[config.mk]
export PLATFORM = sky130hd
export DESIGN_NAME = decimal_integer_parser_saturating
export DESIGN_NICKNAME = d
export VERILOG_FILES = /design/src/rtl/dip_pkg.sv /design/src/rtl/dip_cfg.sv /design/src/rtl/dip_step.sv /design/src/rtl/dip_finish.sv /design/src/rtl/decimal_integer_parser_saturating.sv
export SDC_FILE = /design/constraint.sdc
export NUM_CORES = 1
export LEC_CHECK = 0
export BUFFER_PORTS_ARGS = -buffer_cell sky130_fd_sc_hd__buf_2
export CAP_MARGIN = 10
export CORE_MARGIN = 2
export CORE_UTILIZATION = 35
export CTS_CLUSTER_DIAMETER = 100
export DETAILED_ROUTE_END_ITERATION = 8
export PLACE_DENSITY = 0.61
export SYNTH_ARGS = -nofsm -noshare
export SYNTH_HDL_FRONTEND = slang
export SYNTH_HIERARCHICAL = 1
export SYNTH_SLANG_ARGS = --single-unit
[constraint.sdc]
create_clock -name clk_i -period 9.7 [get_ports clk_i]
set_clock_uncertainty 0.2 [all_clocks]
set_input_delay 1.455 -clock clk_i [delete_from_list [all_inputs] [get_ports clk_i]]
set_output_delay 1.455 -clock clk_i [all_outputs]
set_load 0.05 [all_outputs]
[src/rtl/dip_pkg.sv]
package dip_pkg;

  // Width of the internal consumed-character counter.
  localparam int unsigned COUNT_BITS = 16;
  localparam logic [COUNT_BITS-1:0] COUNT_MAX = {COUNT_BITS{1'b1}};

  localparam int unsigned ADDR_BITS = 3;
  localparam int unsigned DATA_BITS = 32;

  // Register indexes on the configuration port.
  localparam logic REG_SIGNED_MODE = 1'b0;
  localparam logic REG_SKIP_SPACE  = 1'b1;

  localparam logic [63:0] TENTH_MAX = 64'd1844674407370955161;
  localparam logic [63:0] POS_LIMIT = 64'd9223372036854775807;
  localparam logic [63:0] NEG_LIMIT = 64'd9223372036854775808;

  localparam logic [7:0] CH_ZERO  = 8'h30;
  localparam logic [7:0] CH_NINE  = 8'h39;
  localparam logic [7:0] CH_PLUS  = 8'h2b;
  localparam logic [7:0] CH_MINUS = 8'h2d;
  localparam logic [7:0] CH_TAB   = 8'h09;
  localparam logic [7:0] CH_CR    = 8'h0d;
  localparam logic [7:0] CH_SPACE = 8'h20;

  localparam logic [1:0] ST_OK    = 2'd0;
  localparam logic [1:0] ST_OVER  = 2'd1;
  localparam logic [1:0] ST_UNDER = 2'd2;

  typedef struct packed {
    logic signed_mode;
    logic skip_leading_space;
  } cfg_t;

  // Raw token state captured when the terminator arrives.
  typedef struct packed {
    logic [63:0]           acc;
    logic                  overflow;
    logic                  negative;
    logic                  digit_seen;
    logic                  signed_mode;
    logic [COUNT_BITS-1:0] count;
  } token_t;

  function automatic logic [15:0] sat_count(input logic [COUNT_BITS-1:0] count);
    logic [31:0] c32;
    c32 = 32'(count);
    return (c32 > 32'h0000_ffff) ? 16'hffff : c32[15:0];
  endfunction

endpackage

[src/rtl/dip_cfg.sv]
module dip_cfg (
  input  logic                            clk_i,
  input  logic                            rst_ni,
  input  logic                            psel,
  input  logic                            penable,
  input  logic                            pwrite,
  input  logic [dip_pkg::ADDR_BITS-1:0]   paddr,
  input  logic [dip_pkg::DATA_BITS-1:0]   pwdata,
  output logic [dip_pkg::DATA_BITS-1:0]   prdata,
  output logic                            pready,
  output dip_pkg::cfg_t                   cfg_o
);

  dip_pkg::cfg_t cfg_q;
  logic          reg_idx;
  logic          wr_en;

  assign pready  = 1'b1;
  assign reg_idx = paddr[dip_pkg::ADDR_BITS-1];
  assign wr_en   = psel && penable && pwrite && pready;

  always_ff @(posedge clk_i or negedge rst_ni) begin
    if (!rst_ni) begin
      cfg_q.signed_mode        <= 1'b1;
      cfg_q.skip_leading_space <= 1'b1;
    end else if (wr_en) begin
      unique case (reg_idx)
        dip_pkg::REG_SIGNED_MODE: cfg_q.signed_mode        <= pwdata[0];
        dip_pkg::REG_SKIP_SPACE:  cfg_q.skip_leading_space <= pwdata[0];
        default: ;
      endcase
    end
  end

  always_comb begin
    prdata = '0;
    unique case (reg_idx)
      dip_pkg::REG_SIGNED_MODE: prdata[0] = cfg_q.signed_mode;
      dip_pkg::REG_SKIP_SPACE:  prdata[0] = cfg_q.skip_leading_space;
      default: ;
    endcase
  end

  assign cfg_o = cfg_q;

endmodule

[src/rtl/dip_step.sv]
module dip_step (
  input  logic             clk_i,
  input  logic             rst_ni,
  input  dip_pkg::cfg_t    cfg_i,
  input  logic             in_valid_i,
  output logic             in_ready_o,
  input  logic [7:0]       ch_i,
  output logic             tok_valid_o,
  input  logic             tok_ready_i,
  output dip_pkg::token_t  tok_o
);

  localparam logic [1:0] PH_LEAD  = 2'd0;
  localparam logic [1:0] PH_SIGN  = 2'd1;
  localparam logic [1:0] PH_POST  = 2'd2;
  localparam logic [1:0] PH_DIGIT = 2'd3;

  logic [7:0]                     ch_q;
  logic                           chv_q;
  logic [1:0]                     phase_q, phase_d;
  logic                           neg_q, neg_d;
  logic [63:0]                    acc_q, acc_d;
  logic                           ovf_q, ovf_d;
  logic                           dseen_q, dseen_d;
  logic [dip_pkg::COUNT_BITS-1:0] count_q, count_d;
  dip_pkg::token_t                tok_q;
  logic                           tokv_q;

  logic       is_ws, is_dig, is_sgn;
  logic [3:0] digit;
  logic [1:0] ph;
  logic       take, term, adv, tok_room;

  assign is_ws  = (ch_q == dip_pkg::CH_SPACE) ||
                  ((ch_q >= dip_pkg::CH_TAB) && (ch_q <= dip_pkg::CH_CR));
  assign is_dig = (ch_q >= dip_pkg::CH_ZERO) && (ch_q <= dip_pkg::CH_NINE);
  assign is_sgn = (ch_q == dip_pkg::CH_PLUS) || (ch_q == dip_pkg::CH_MINUS);
  assign digit  = 4'(ch_q - dip_pkg::CH_ZERO);

  // The phases fall through within one beat, so a character that does not
  // fit an earlier phase is tried against the later ones.
  always_comb begin
    ph      = phase_q;
    take    = 1'b0;
    term    = 1'b0;
    phase_d = phase_q;
    neg_d   = neg_q;
    acc_d   = acc_q;
    ovf_d   = ovf_q;
    dseen_d = dseen_q;
    if (ph == PH_LEAD) begin
      if (cfg_i.skip_leading_space && is_ws) begin
        take = 1'b1;
      end else begin
        ph = PH_SIGN;
      end
    end
    if (!take && ph == PH_SIGN) begin
      if (cfg_i.signed_mode && is_sgn) begin
        neg_d   = (ch_q == dip_pkg::CH_MINUS);
        take    = 1'b1;
        phase_d = PH_POST;
      end else begin
        ph = PH_DIGIT;
      end
    end
    if (!take && ph == PH_POST) begin
      if (is_ws) begin
        take = 1'b1;
      end else begin
        ph = PH_DIGIT;
      end
    end
    if (!take) begin
      if (is_dig) begin
        take    = 1'b1;
        phase_d = PH_DIGIT;
        dseen_d = 1'b1;
        if (!ovf_q) begin
          if ((acc_q > dip_pkg::TENTH_MAX) ||
              ((acc_q == dip_pkg::TENTH_MAX) && (digit > 4'd5))) begin
            ovf_d = 1'b1;
            acc_d = '1;
          end else begin
            acc_d = (acc_q << 3) + (acc_q << 1) + 64'(digit);
          end
        end
      end else begin
        term = 1'b1;
      end
    end
    count_d = (take && (count_q != dip_pkg::COUNT_MAX)) ? count_q + 1'b1 : count_q;
  end

  assign tok_room   = !tokv_q || tok_ready_i;
  assign adv        = chv_q && (!term || tok_room);
  assign in_ready_o = !chv_q || adv;

  always_ff @(posedge clk_i or negedge rst_ni) begin
    if (!rst_ni) begin
      chv_q <= 1'b0;
    end else if (in_ready_o) begin
      chv_q <= in_valid_i;
    end
  end

  always_ff @(posedge clk_i) begin
    if (in_ready_o && in_valid_i) begin
      ch_q <= ch_i;
    end
  end

  always_ff @(posedge clk_i or negedge rst_ni) begin
    if (!rst_ni) begin
      phase_q <= PH_LEAD;
      neg_q   <= 1'b0;
      acc_q   <= '0;
      ovf_q   <= 1'b0;
      dseen_q <= 1'b0;
      count_q <= '0;
    end else if (adv) begin
      if (term) begin
        phase_q <= PH_LEAD;
        neg_q   <= 1'b0;
        acc_q   <= '0;
        ovf_q   <= 1'b0;
        dseen_q <= 1'b0;
        count_q <= '0;
      end else begin
        phase_q <= phase_d;
        neg_q   <= neg_d;
        acc_q   <= acc_d;
        ovf_q   <= ovf_d;
        dseen_q <= dseen_d;
        count_q <= count_d;
      end
    end
  end

  always_ff @(posedge clk_i or negedge rst_ni) begin
    if (!rst_ni) begin
      tokv_q <= 1'b0;
    end else if (adv && term) begin
      tokv_q <= 1'b1;
    end else if (tok_ready_i) begin
      tokv_q <= 1'b0;
    end
  end

  always_ff @(posedge clk_i) begin
    if (adv && term) begin
      tok_q.acc         <= acc_q;
      tok_q.overflow    <= ovf_q;
      tok_q.negative    <= neg_q;
      tok_q.digit_seen  <= dseen_q;
      tok_q.signed_mode <= cfg_i.signed_mode;
      tok_q.count       <= count_q;
    end
  end

  assign tok_valid_o = tokv_q;
  assign tok_o       = tok_q;

endmodule

[src/rtl/dip_finish.sv]
module dip_finish (
  input  logic             clk_i,
  input  logic             rst_ni,
  input  logic             tok_valid_i,
  output logic             tok_ready_o,
  input  dip_pkg::token_t  tok_i,
  output logic             out_valid_o,
  input  logic             out_ready_i,
  output logic [63:0]      value_o,
  output logic             found_o,
  output logic [1:0]       range_status_o,
  output logic [15:0]      consumed_count_o
);

  logic        outv_q;
  logic [63:0] value_q, value_d;
  logic        found_q;
  logic [1:0]  status_q, status_d;
  logic [15:0] count_q, count_d;
  logic        too_big;
  logic        load;

  // Magnitude limit is 2^63 for a negative number and 2^63-1 otherwise.
  assign too_big = tok_i.negative ? (tok_i.acc[63] && (|tok_i.acc[62:0])) : tok_i.acc[63];

  always_comb begin
    value_d  = '0;
    status_d = dip_pkg::ST_OK;
    count_d  = '0;
    if (tok_i.digit_seen) begin
      count_d = dip_pkg::sat_count(tok_i.count);
      if (tok_i.signed_mode) begin
        if (tok_i.overflow || too_big) begin
          value_d  = tok_i.negative ? dip_pkg::NEG_LIMIT : dip_pkg::POS_LIMIT;
          status_d = tok_i.negative ? dip_pkg::ST_UNDER : dip_pkg::ST_OVER;
        end else begin
          value_d = tok_i.negative ? (64'd0 - tok_i.acc) : tok_i.acc;
        end
      end else begin
        value_d  = tok_i.acc;
        status_d = tok_i.overflow ? dip_pkg::ST_OVER : dip_pkg::ST_OK;
      end
    end
  end

  assign tok_ready_o = !outv_q || out_ready_i;
  assign load        = tok_valid_i && tok_ready_o;

  always_ff @(posedge clk_i or negedge rst_ni) begin
    if (!rst_ni) begin
      outv_q <= 1'b0;
    end else if (tok_ready_o) begin
      outv_q <= tok_valid_i;
    end
  end

  always_ff @(posedge clk_i) begin
    if (load) begin
      value_q  <= value_d;
      found_q  <= tok_i.digit_seen;
      status_q <= status_d;
      count_q  <= count_d;
    end
  end

  assign out_valid_o      = outv_q;
  assign value_o          = value_q;
  assign found_o          = found_q;
  assign range_status_o   = status_q;
  assign consumed_count_o = count_q;

endmodule

[src/rtl/decimal_integer_parser_saturating.sv]
// Streaming decimal integer parser with saturation.
// Input channel: one ASCII character per beat on ch_i (in_valid_i/in_ready_o).
// Output channel: one result beat per token (out_valid_o/out_ready_i) carrying
// value_o, found_o, range_status_o and consumed_count_o. A token ends at the
// first character that does not fit it; that character gives the result and
// is not part of the next token.
// Throughput: one character per cycle while in_ready_o is high. The token
// state (64-bit accumulator, phase, sign, counter) is updated once per accepted
// character; digits enter the accumulator by a shift-and-add step. A terminator
// accepted on ch_i passes through the character register, the token register
// and the result register, in that order.
// Configuration: APB registers signed_mode (address 0) and skip_leading_space
// (address 4), both 1 after reset; change them only while the block is idle.
// Reset clears the token state and all pipeline valids.
// When the receiver stalls, the result register holds, the token register
// fills behind it, and in_ready_o drops only once a second terminator would
// need to leave the parse stage; ordinary characters keep flowing until then.
module decimal_integer_parser_saturating (
  input  logic                          clk_i,
  input  logic                          rst_ni,
  input  logic                          psel,
  input  logic                          penable,
  input  logic                          pwrite,
  input  logic [dip_pkg::ADDR_BITS-1:0] paddr,
  input  logic [dip_pkg::DATA_BITS-1:0] pwdata,
  output logic [dip_pkg::DATA_BITS-1:0] prdata,
  output logic                          pready,
  input  logic                          in_valid_i,
  output logic                          in_ready_o,
  input  logic [7:0]                    ch_i,
  output logic                          out_valid_o,
  input  logic                          out_ready_i,
  output logic [63:0]                   value_o,
  output logic                          found_o,
  output logic [1:0]                    range_status_o,
  output logic [15:0]                   consumed_count_o
);

  dip_pkg::cfg_t   cfg;
  dip_pkg::token_t tok;
  logic            tok_valid;
  logic            tok_ready;

  dip_cfg u_cfg (
    .clk_i   (clk_i),
    .rst_ni  (rst_ni),
    .psel    (psel),
    .penable (penable),
    .pwrite  (pwrite),
    .paddr   (paddr),
    .pwdata  (pwdata),
    .prdata  (prdata),
    .pready  (pready),
    .cfg_o   (cfg)
  );

  dip_step u_step (
    .clk_i       (clk_i),
    .rst_ni      (rst_ni),
    .cfg_i       (cfg),
    .in_valid_i  (in_valid_i),
    .in_ready_o  (in_ready_o),
    .ch_i        (ch_i),
    .tok_valid_o (tok_valid),
    .tok_ready_i (tok_ready),
    .tok_o       (tok)
  );

  dip_finish u_finish (
    .clk_i            (clk_i),
    .rst_ni           (rst_ni),
    .tok_valid_i      (tok_valid),
    .tok_ready_o      (tok_ready),
    .tok_i            (tok),
    .out_valid_o      (out_valid_o),
    .out_ready_i      (out_ready_i),
    .value_o          (value_o),
    .found_o          (found_o),
    .range_status_o   (range_status_o),
    .consumed_count_o (consumed_count_o)
  );

  // Backpressure reaches the input only through a stalled output.
  a_stall_source: assert property (@(posedge clk_i) disable iff (!rst_ni)
    !in_ready_o |-> (out_valid_o && !out_ready_i))
    else $error("input stalled without a stalled output");

  // A token without digits reports nothing else.
  a_empty_token: assert property (@(posedge clk_i) disable iff (!rst_ni)
    (out_valid_o && !found_o) |->
      (value_o == 64'd0 && consumed_count_o == 16'd0 &&
       range_status_o == dip_pkg::ST_OK))
    else $error("empty token with nonzero fields");

  // Underflow always saturates to the most negative int64.
  a_underflow_value: assert property (@(posedge clk_i) disable iff (!rst_ni)
    (out_valid_o && range_status_o == dip_pkg::ST_UNDER) |->
      (value_o == dip_pkg::NEG_LIMIT && found_o))
    else $error("underflow without saturated value");

  // The parse stage never hands a token to a full result stage.
  a_token_handoff: assert property (@(posedge clk_i) disable iff (!rst_ni)
    (tok_valid && !tok_ready) |=> tok_valid)
    else $error("token dropped while result stage was full");

endmodule
# Word level (Yosys, flattened, before mapping)
# Cells that the tools add are included.
[op_classes]
n_addsub = 5
magnitude_cmp = 6
eq_ne = 9
muxes = 49
bitwise = 1
reduce_logical = 42
[op_table]
columns = ["cell", "count"]
rows = [
  ["$mux 64", 9],
  ["$add 64x4->64", 1],
  ["$add 64x64->64", 1],
  ["$eq 64x61->1 const B", 1],
  ["$gt 64x61->1 const B", 1],
  ["$sub 1x64->64 const A", 1],
  ["$reduce_or 63->1", 1],
  ["$mux 16", 2],
  ["$mux 1", 25],
  ["$eq 8x6->1 const B", 3],
  ["$mux 2", 12],
  ["$add 16x1->16 const B", 1],
  ["$ne 16x16->1 const B", 1],
  ["$logic_and 1x1->1", 15],
  ["$reduce_bool 2->1", 5],
  ["$ge 8x4->1 const B", 1],
  ["$ge 8x6->1 const B", 1],
  ["$le 8x4->1 const B", 1],
  ["$le 8x6->1 const B", 1],
  ["$logic_or 1x1->1", 8],
  ["$logic_not 1->1", 6],
  ["$reduce_and 2->1", 3],
  ["$reduce_and 3->1", 2],
  ["$gt 4x3->1 const B", 1],
  ["other kinds (9)", 9],
]
[word_totals]
ff_bits = 265
inputBits = 50
out_inout_bits = 118
word_cells = 134

# Logic depth before layout (Yosys ltp)
[logic_depth]
depth_word = 18
ltp_mapped = 12
mapped_depth_nobuf = 12

# Modules after synthesis
# Netlist, hierarchy kept.
[by_module_without_submodules]
columns = ["mod", "n_inst", "cells_per_inst", "area_per_inst_um2", "seq_area_each_um2"]
rows = [
  ["dip_step", 1, 1213, 11687.5, 4939.7],
  ["dip_finish", 1, 512, 5063.6, 2517.4],
  ["dip_cfg", 1, 41, 349.1, 52.6],
]

# Worst setup path before layout
# Ideal clock, no wire load.
[synth_path]
kind = "input to register"
start = "in out_ready_i"
end = "reg u_finish.count_q[0], in the netlist u_finish/consumed_count_o[0], enable pin"
setup_time_ns = 0.451
arrival_time_ns = 3.539
required_ns = 9.049
setup_slack_ns = 5.510
stages = 2
n_path_buf = 0
cell_sequence = "nand2b_1 > and2_1"
[synth_between]
elab_chain_cells = 2
[synth_lines]
columns = ["item", "line_no", "source"]
rows = [
  ["start: declaration", "decimal_integer_parser_saturating.sv:32", "input logic out_ready_i,"],
  ["$logic_or 1x1->1", "dip_finish.sv:46", "assign tok_ready_o = !outv_q || out_ready_i;"],
  ["$logic_and 1x1->1", "dip_finish.sv:47", "assign load = tok_valid_i && tok_ready_o;"],
  ["named net u_finish.load", "dip_finish.sv:21", "logic load;"],
  ["end signal: assignment", "dip_finish.sv:62", "count_q <= count_d;"],
  ["end: declaration", "dip_finish.sv:19", "logic [15:0] count_q, count_d;"],
]
# The timed path passes the listed nets, and every way through them passes these cells.
# A chain may end at the register's enable or synchronous reset.

# Worst setup path after layout
[layout_path]
start = "reg u_step.ch_q[3]"
end = "reg u_step.acc_q[39]"
[layout_between]
elab_chain_cells = 17
elab_cells_between_ends = 48
cone_classes = "add/sub (2); order compare (5); eq/ne (7); mux (17); reduce/logical (17)"
[layout_lines]
columns = ["item", "line_no", "source"]
rows = [
  ["start: declaration", "dip_step.sv:18", "logic [7:0] ch_q;"],
  ["start signal: assignment", "dip_step.sv:109", "ch_q <= ch_i;"],
  ["branches (longest 17 deep; another with $add 64x4->64)", "--", ""],
  ["end signal: assignment", "dip_step.sv:117", "acc_q <= '0;"],
  ["end signal: assignment", "dip_step.sv:125", "acc_q <= '0;"],
  ["end signal: assignment", "dip_step.sv:132", "acc_q <= acc_d;"],
  ["end: declaration", "dip_step.sv:22", "logic [63:0] acc_q, acc_d;"],
]
# Parallel ways; which one is timed is not known. The select of a mux whose other input is x is not followed.

==> flow_summary.yaml <==
outcome:
  status: "complete, no violations"
cells_and_area:
  mostFrequentLayoutCells: "edfxtp_1, nand2_1, a21oi_1"
  diodes: 0
  drive_gt1_share_pct: 12.02
  fill_cells: 4704
  final_common_cell: "edfxtp_1"
  syn_to_final_growth_pct: 11.41
  fin_nets: 2009
sta:
  hold_viol: 0
  maxSlewViolCount: 0
  clock.fmax_ghz: 0.2234
  rsz0062_at_grt: "no"
  relSlewSlack_pct: 35.17
  finalCritPeriodShare_pct: 46.14
  worst_slew_pin_slew_ns: 0.9688
  fin_tns_setup_ns: 0
  layout_min_cycle_time_ns: 4.475
  fin_ws_ns: 5.225
  setup_viol: 0
synth:
  netlist_area_sq_um: 17100
  synth_edf_count: 175
  yosys_warnings: 6
  synth_ff_type: "edfxtp_1"
  synthCells: 1766
  synthArstFlopShare_pct: 33.96
  synth.avg_cell_area_sq_um: 9.683
  synth_seq_cells: 265
  ys_types: 97
  ys_seq_area_share_pct: 43.92
setup_path:
  startpoint_type: "register"
  r2r-end: "u_step/acc_q[39]"
  r2r_start: "u_step/ch_q[3]"
  path_cells: "fa_1 > ha_1 > a211oi_1 > o21ai_0 > nand4_1 > nand3_1 > o21ai_1 > o21bai_1 > a21boi_0 > nor3_1 > or3b_2"
  rr_worst_depth: 11
  path_buf_inv: 0
  critical_path_required_ns: 9.94
  crit_path_end_kind: "register"
  crit_fanout: 7
  cpPeakStageDelay_ns: 0.64
  critPathArrivalTime_ns: 4.72
  slowest_stage: "o21ai_1"
  rrSetupSlack_ns: 5.22
  crit_type: "reg -> reg"
  crit_family: "compound AO/OA/AOI/OAI gates"
die:
  start_util_pct: 35.67
  die_width_microns: 225.0
  pin_count: 168
  rows: 80
  core_area_sq_um: 47950
  die-area_sq_um: 50640
  die_h_microns: 225.0
clock_tree:
  clock_path_buffers: 3
  holdBufCountCts: 0
  cts-resized-gates: 0
  cts-htree-levels: 1
  clk_pin_slew_worst_paths_ns: 0.07
  post-cts-setup-buffers: 0
  cts_tree: "yes"
  cts-root-buf: "clkbuf_16"
  cts_made_buffers: 28
  cts_sinks: 265
  clk_latency_ns: 0.57
global_routing:
  top_usage_layer: "met2"
  met2_usage_pct: 28.25
  grt.total_usage_pct: 18.02
  grt_pass1_wl_microns: 73520
  grt_max_degree: 71
  antenna_found_initial: 0
  gr-usage-met1_pct: 25.76
  grt-ovfl-total: 0
  use_met3_pct: 1.760
  grt_pass1_vias: 13280
placement:
  hpwl_microns: 33950
  portBuffers: 102
  post-place-ws_ns: 5.283
  finalWeightedCongestion: 0.9237
min_path:
  hold_end: "u_step/tok_o[17]"
  worstHoldPathType: "reg -> reg"
  hold_start: "u_step/dseen_q"
  worstHoldPathCells: 0
drt:
  wire_per_inst_microns: 18.54
  first_pass_iters: 8
  routed_wl_microns: 45790
  vias_per_cell: 5.626
  drc: 0
  drtAntennaViolNets: 0
  vias: 13900
  drt_iter0_markers: 1192
power_and_ir_drop:
  irDropWorstVdd_mv: 0.1379
  power_density_nw_per_um2: 174.9
  p_leak_uw: 0.008188
flow_run:
  cap_violations: 0
stage by stage:
stage	utilization (%)	total power [uW]	std cells	hold WS, ns	instance area [sq um]
global placement	37.71	2219	2418	0.2469	18080
floorplan	-	2046	1796	0.2247	17210
finish	39.74	3331	2470	0.2608	19050
detailed placement	37.71	2230	2418	0.2424	18080
global route	39.74	3469	2470	0.2803	19050
CTS	39.74	3362	2470	0.2613	19050
report_power, final:
part	leakage [uW]	internal, uW	switching (uW)	total, uW
registers	0.00298	1390	80.0	1470
logic	0.00474	163	575	739
clock network	0.000466	648	477	1130
total	0.00819	2200	1130	3330
synth_stat cells, types with 15 or more instances:
master	number	area, sq um
a21o_1	42	315.3
o21ai_0	124	620.6
nand4_1	48	300.3
o31ai_1	20	150.1
edfxtp_1	175	5255
and2_1	28	175.2
buf_2	19	95.09
nand2_1	171	641.9
xor2_1	37	324.1
a21oi_1	169	845.8
dfrtp_1	88	2202
nor4_1	15	93.84
a31oi_1	22	137.6
nor3_1	60	300.3
ha_1	124	1551
nor2_1	129	484.2
o21bai_1	16	120.1
buf_4	32	240.2
nand3_1	44	220.2
or3_1	27	168.9
xnor2_1	44	385.4
clkbuf_1	60	225.2
inv_1	32	120.1
state kept, by name, summed over array words and instances, names as in the netlist, 2 cells and up, named ones only:
signal                     cells
u_cfg/cfg_o                    2
u_step/count_q                16
u_finish/range_status_o        2
u_step/acc_q                  64
u_step/ch_q                    8
u_step/tok_o                  84
u_finish/value_o              64
u_finish/consumed_count_o     16
logic make-up (layout without fill, tap and decap cells):
group / count (synthesis) / in the layout / share of synthesized area [%]
muxes: 13 / 13 / 0.8122
other: 2 / 32 / 0.04392
xor gates and xnor gates: 81 / 81 / 4.149
DFF: 265 / 265 / 43.92
and+or+nand+nor: 619 / 619 / 18.55
buffers and inverters: 147 / 206 / 4.200
AOI/OAI and AO/OA: 513 / 513 / 19.02
adders and majority gates: 126 / 126 / 9.307
metal layers:
layer / wire [microns] / vias to the layer above
met5: 0 / -
met2: 20600 / 434
met1: 21320 / 6635
met3: 2397 / 83
li1: - / 6743
met4: 1467 / 0
worst max path at each step:
stage | to | start | cells past startpoint
finish | u_step/acc_q[39] | u_step/ch_q[3] | 11
global route | u_step/acc_q[59] | u_step/ch_q[3] | 11
CTS | u_step/acc_q[58] | u_step/ch_q[3] | 11
detailed placement | u_step/acc_q[58] | u_step/ch_q[3] | 11
global placement | u_step/acc_q[62] | u_step/ch_q[3] | 11
floorplan | u_finish/consumed_count_o[0] | out_ready_i | 2
area by class of cell:
class | instances | area [sq um] | share of cell area (%)
multi-input combinational | 1384 | 9016 | 47.32
sequential | 265 | 7510 | 39.42
tap | 615 | 769.5 | 4.039
clock buffer | 31 | 711.9 | 3.737
timing repair buffer | 122 | 663.1 | 3.481
clock inverter | 21 | 261.5 | 1.373
inverter | 32 | 120.1 | 0.6305
No activity file was read; power rests on OpenSTA's default activity.
